<file path="src/hdl/afq_pkg.sv">
// Shared types, constants and helpers for the audio frame queue DAC playout block.
package afq_pkg;

  localparam int FRAME_SAMPLES = 2048;
  localparam int QUEUE_FRAMES  = 4;

  localparam int SLOT_W = $clog2(QUEUE_FRAMES);
  localparam int OFS_W  = $clog2(FRAME_SAMPLES + 1);
  localparam int ADDR_W = $clog2(FRAME_SAMPLES * QUEUE_FRAMES);
  localparam int DAC_W  = 12;
  localparam int VOL_W  = 5;

  localparam logic [VOL_W-1:0] VOL_MIN   = VOL_W'(1);
  localparam logic [VOL_W-1:0] VOL_MAX   = VOL_W'(19);
  localparam logic [VOL_W-1:0] VOL_RESET = VOL_W'(14);

  // Request kinds
  localparam logic [2:0] KIND_PUSH   = 3'd0;
  localparam logic [2:0] KIND_TICK   = 3'd1;
  localparam logic [2:0] KIND_STOP   = 3'd2;
  localparam logic [2:0] KIND_PAUSE  = 3'd3;
  localparam logic [2:0] KIND_RESUME = 3'd4;

  // Result status codes
  localparam logic [1:0] STAT_OK   = 2'd0;
  localparam logic [1:0] STAT_BUSY = 2'd1;
  localparam logic [1:0] STAT_FULL = 2'd2;

  typedef struct packed {
    logic [2:0]         kind;
    logic signed [15:0] left_sample;
    logic signed [15:0] right_sample;
    logic               stereo;
    logic               last_of_frame;
    logic [31:0]        frame_number;
  } in_t;

  typedef struct packed {
    logic [DAC_W-1:0] dac_value;
    logic             dac_valid;
    logic [1:0]       status;
    logic [31:0]      current_frame;
    logic             queue_free;
    logic             queue_empty;
  } out_t;

  typedef enum logic [1:0] {
    ST_IDLE = 2'b01,
    ST_DONE = 2'b10
  } fsm_t;

  function automatic logic [SLOT_W-1:0] slot_next(input logic [SLOT_W-1:0] s);
    slot_next = (s == SLOT_W'(QUEUE_FRAMES - 1)) ? '0 : s + SLOT_W'(1);
  endfunction

  function automatic logic [ADDR_W-1:0] store_addr(input logic [SLOT_W-1:0] s,
                                                   input logic [OFS_W-1:0]  o);
    store_addr = ADDR_W'(s) * ADDR_W'(FRAME_SAMPLES) + ADDR_W'(o);
  endfunction

endpackage

</file>
<file path="src/hdl/afq_conv.sv">
// Sample converter: 16-bit signed to 12-bit offset binary; stereo is downmixed and volume-scaled, mono passes through.
module afq_conv (
  input  logic signed [15:0]              left_sample,
  input  logic signed [15:0]              right_sample,
  input  logic                            stereo,
  input  logic [afq_pkg::VOL_W-1:0]       volume,
  output logic [afq_pkg::DAC_W-1:0]       dac_value
);

  logic [afq_pkg::DAC_W-1:0] u_l;
  logic [afq_pkg::DAC_W-1:0] u_r;
  logic [afq_pkg::VOL_W-1:0] vol_c;
  logic [afq_pkg::VOL_W-1:0] atten;
  logic [afq_pkg::DAC_W-1:0] mix;
  logic [afq_pkg::DAC_W-1:0] shifted;
  logic [afq_pkg::DAC_W-1:0] scaled;

  // Flip the sign bit for offset binary, keep the top 12 bits
  assign u_l = {~left_sample[15], left_sample[14:4]};
  assign u_r = {~right_sample[15], right_sample[14:4]};

  always_comb begin
    if (volume < afq_pkg::VOL_MIN) begin
      vol_c = afq_pkg::VOL_MIN;
    end else if (volume > afq_pkg::VOL_MAX) begin
      vol_c = afq_pkg::VOL_MAX;
    end else begin
      vol_c = volume;
    end
  end

  assign atten   = afq_pkg::VOL_MAX - vol_c;
  assign mix     = (u_l >> 1) + (u_r >> 1);
  assign shifted = mix >> atten[afq_pkg::VOL_W-1:1];
  // Roughly 0.703: 1/2 + 1/8 + 1/16 + 1/64
  assign scaled  = (shifted >> 1) + (shifted >> 3) + (shifted >> 4) + (shifted >> 6);

  always_comb begin
    if (!stereo) begin
      dac_value = u_l;
    end else if (atten[0]) begin
      dac_value = scaled;
    end else begin
      dac_value = shifted;
    end
  end

endmodule

</file>
<file path="config.mk">
export PLATFORM = sky130hd
export DESIGN_NAME = afq_conv
export DESIGN_NICKNAME = d
export VERILOG_FILES = /design/src/hdl/afq_pkg.sv /design/src/hdl/afq_conv.sv
export SDC_FILE = /design/constraint.sdc
export NUM_CORES = 1
export LEC_CHECK = 0
export BUFFER_PORTS_ARGS = -buffer_cell sky130_fd_sc_hd__buf_2
export CAP_MARGIN = 10
export CORE_MARGIN = 1.5
export CORE_UTILIZATION = 35
export DETAILED_ROUTE_END_ITERATION = 10
export GPL_ROUTABILITY_DRIVEN = 0
export SETUP_SLACK_MARGIN = 0.15
export SYNTH_ARGS = -nofsm -noshare
export SYNTH_HDL_FRONTEND = slang
export SYNTH_SLANG_ARGS = --single-unit
</file>
<file path="constraint.sdc">
create_clock -name vclk -period 15
set_input_delay 2.25 -clock vclk [all_inputs]
set_output_delay 2.25 -clock vclk [all_outputs]
set_load 0.05 [all_outputs]
</file>
# Yosys cells after proc, flatten, opt, wreduce, memory -nomap -nowiden
# Index checks and enable logic that the tools add are counted.
# word_totals
reg_bits,0
latch_bits,0
ramBits,0
rom_bits,0
n_memories,0
# op_classes
add_sub_neg,5
mul,0
n_div,0
n_lt_le_gt_ge,2
n_eq_ne,0
shifts,1
muxes,4
n_bitwise,2
reduce_logical,0
# op_table
op,count
12-bit 2-to-1 mux,2
11-bit by 11-bit adder with 12-bit output,1
11-bit by 9-bit adder with 12-bit output,1
12-bit by 6-bit adder with 12-bit output,1
12-bit by 8-bit adder with 12-bit output,1
12-bit by 4-bit >> shifter with 12-bit output,1
5-bit 2-to-1 mux,2
5-bit greater-than comparator (second input constant),1
5-bit by 1-bit less-than comparator with 1-bit output (second input constant),1
5-bit subtractor (first input constant),1
1-bit inverter,2

# Depth between registers and ports, before layout
# logic_depth
depth_word,10
mapped_depth,27
depth_no_buf,26

# Worst setup path before layout
# Ideal clock, no wire load.
# synth_path
path_kind,input-to-output
startpoint,in left_sample[5]
endpoint,out dac_value[9] in the netlist's numbering
arrival_ns,7.616
required_ns,12.750
slack_ns,5.134
stages,26
path_buffers,0
cell_sequence,ha_1 inv_1 fa_1 and2b_1 o221ai_2 a211oi_2 nor3_1 o21ai_1 a31o_4 nand2_1 a21oi_1 fa_1 inv_1 fa_1 inv_1 ha_1 inv_1 fa_1 nor2b_1 o31ai_1 a21oi_1 o21ai_0 nand2b_1 xor2_1 nand2_1 a31oi_1
# synth_via
elab_chain_cells,7
# synth_rtl
element,line,rtl
"start, declared",afq_conv.sv:3,"input logic signed [15:0] left_sample,"
11-bit by 11-bit adder with 12-bit output (*),afq_conv.sv:33,assign mix = (u_l >> 1) + (u_r >> 1);
12-bit by 4-bit >> shifter with 12-bit output (*),afq_conv.sv:34,assign shifted = mix >> atten[afq_pkg::VOL_W-1:1];
11-bit by 9-bit adder with 12-bit output,afq_conv.sv:36,assign scaled = (shifted >> 1) + (shifted >> 3) + (shifted >> 4) + (shifted >> 6);
12-bit by 8-bit adder with 12-bit output,afq_conv.sv:36,
12-bit by 6-bit adder with 12-bit output,afq_conv.sv:36,
12-bit 2-to-1 mux (*),afq_conv.sv:41,end else if (atten[0]) begin
12-bit 2-to-1 mux (*),afq_conv.sv:39,if (!stereo) begin
"end, declared",afq_conv.sv:7,output logic [afq_pkg::DAC_W-1:0] dac_value
# Every way passes the cells marked *; elsewhere a longest branch is shown, timed or not.

# Final worst setup path
# Ends and elaborated chain as after synthesis.

==> impl_metrics.tcl <==
set metrics [dict create \
    status "finished, violations left" \
    violations "DRC" \
    rows 29 \
    yosys-mux-area-fraction 0.04754 \
    coreArea_um2 6459 \
    setup_viol_count_final 0 \
    vias_per_cell 5.531 \
    fill_cells 710 \
    port_buffers 41 \
    ys_warn_count 0 \
    synth.distinct_cells 64 \
    fin_crit_sh 0.6802 \
    min_period_ns 10.20 \
    final_common_cell "buf_2" \
    dieWidth_um 85.27 \
    timing.fmax_mhz 98.02 \
    crit_top_cell "inv_1" \
    ctsResizeCount 0 \
    register_area_um2 0 \
    seq_area_frac_synth 0 \
    syn_to_final_growth_pct 10.30 \
    synth_compound_area_frac 0.3286 \
    critPathKind "in2out" \
    cp_slowest_cell "fa_1" \
    via_count 2395 \
    synth_fa_ha_area_frac 0.2631 \
    power_uw 237.0 \
    critical_path_required_ns 12.75 \
    synth_xor_area_frac 0.05917 \
    cts_setup_buffers 0 \
    num-nets-final 438 \
    syn_inst 329 \
    start_kind "input pin" \
    finalSetupTns_ns 0 \
    critPathMaxFanout 5 \
    max_stage_delay_ns 0.53 \
    drc 3 \
    synth_top_family_by_area "compound AO/OA/AOI/OAI gates" \
    worstPathArrival_ns 7.95 \
    grt-ovfl-total 0 \
    maxSlewViolCount 0 \
    wl_mm 6.154 \
    postCtsHoldBufs 0 \
    grt_pass1_vias 2315 \
    insertedDiodeCount 0 \
    rsz0062_at_grt "false" \
    die_h_um 85.27 \
    post-dp-hpwl_mm 5.225 \
    hp-start "left_sample[15]" \
    relSlewSlack 0.3684 \
    wl_per_cell_um 14.21 \
    synth_area_um2 2369 \
    min_path_type "in2out" \
    crit_start "left_sample[5]" \
    ant_nets 0 \
    endpoint_kind "output pin" \
    cap_violations 0 \
    synth_fp_nets 409 \
    nFlopsAndLatches 0 \
    grt_first_pass_wirelength_mm 10.70 \
    ir_worst_vdd_mv 0.06830 \
    grt_util_all_layers 0.1743 \
    power.leakage_uw 0.001306 \
    p_per_area_nw_per_um2 90.72 \
    hold_violations 0 \
    grt_start_max_net_pins 26 \
    initial_core_util 0.3667 \
    drive_above_1_share 0.1742 \
    antenna_found_initial 0 \
    synth-simple-area-share 0.2076 \
    dieArea_um2 7270 \
    dr.first_iter.drc_count 112 \
    clockBufferCount 0 \
    setup_slack_ns 4.798 \
    syn_avg_cell_area_um2 7.199 \
    layout_common_cells "buf_2, inv_1, nor2_1, ha_1, nand2_1" \
    worstMarginPinSlew_ns 0.9440 \
    ios 50 \
    drt_first_pass_iters 7 \
    post-place-ws_ns 4.793 \
]
-- synthesized netlist by cell type (2+ instances only) --
master | n | area, um^2
clkbuf_1 | 9 | 33.78
mux2i_1 | 9 | 90.09
o21a_1 | 5 | 37.54
o21ai_0 | 15 | 75.07
o22ai_1 | 4 | 25.02
a211oi_2 | 2 | 25.02
ha_1 | 29 | 362.9
a31oi_1 | 7 | 43.79
nand4_1 | 3 | 18.77
a31o_4 | 2 | 35.03
o2111ai_1 | 2 | 17.52
nand2_1 | 24 | 90.09
or2_1 | 2 | 12.51
a21oi_1 | 13 | 65.06
a21o_1 | 5 | 37.54
nor4_1 | 2 | 12.51
a211oi_1 | 8 | 60.06
nand2b_1 | 7 | 43.79
a31o_1 | 2 | 17.52
and3_1 | 2 | 12.51
mux2_2 | 2 | 22.52
nand3_1 | 8 | 40.04
o31ai_1 | 2 | 15.01
a2bb2oi_1 | 2 | 17.52
o211ai_1 | 3 | 22.52
o21ai_1 | 5 | 25.02
o221ai_1 | 2 | 17.52
o2bb2ai_1 | 2 | 17.52
buf_1 | 2 | 7.510
nor3_1 | 8 | 40.04
or3_1 | 4 | 25.02
nor2_1 | 33 | 123.9
xor2_1 | 9 | 78.83
or2_2 | 2 | 12.51
o22a_1 | 2 | 17.52
o311ai_0 | 2 | 17.52
inv_1 | 39 | 146.4
xnor2_1 | 7 | 61.31
fa_1 | 13 | 260.3
buf_2 | 4 | 20.02
nor2b_1 | 3 | 18.77
-- worst max-delay path: cells and delay by family --
family,cells,cell delay [ns]
simple gates,4,0.58
buf+inv,6,0.63
compound gates,10,2.39
xor+xnor,1,0.15
fa+ha+maj,5,1.97
-- cell type report --
cell class	count	area, um^2	area share
inverters	40	150.1	0.05747
multi-input cells	273	2146	0.8214
well taps	77	96.34	0.03688
repair buffers	43	220.2	0.08429
-- report_power, final --
part / leakage, uW / internal [uW] / switching (uW)
Combinational: 0.00131 / 93.1 / 144
Sequential: 0 / 0 / 0
Clock: 0 / 0 / 0
-- kinds of logic after synthesis --
kind of cell,count (synthesis)
fa+ha+maj,42
buf+inv,56
simple gates,103
compound gates,101
mux,11
xor+xnor,16
-- through the flow --
stage	util	hold WS, ns	std cells	instance area (um^2)
finish	0.4045	4.851	433	2613
global route	0.4045	4.865	433	2613
CTS	0.4045	4.855	433	2613
detailed placement	0.4045	4.855	433	2613
global placement	0.4045	4.864	433	2613
floorplan	-	4.765	329	2369
-- final timing paths --
kind,to,depth (start not counted)
setup / recovery,dac_value[9],26
hold / removal,dac_value[11],3
-- per-layer routing --
metal  global-route usage  up-vias  share of wire
li1                     -     1240              -
met1               0.2394     1107           0.46
met2               0.3153       43           0.49
met3             0.006809        5          0.040
met4              0.01466        0         0.0063
met5                    0        -              0
No activity file was read; power rests on OpenSTA's default activity.
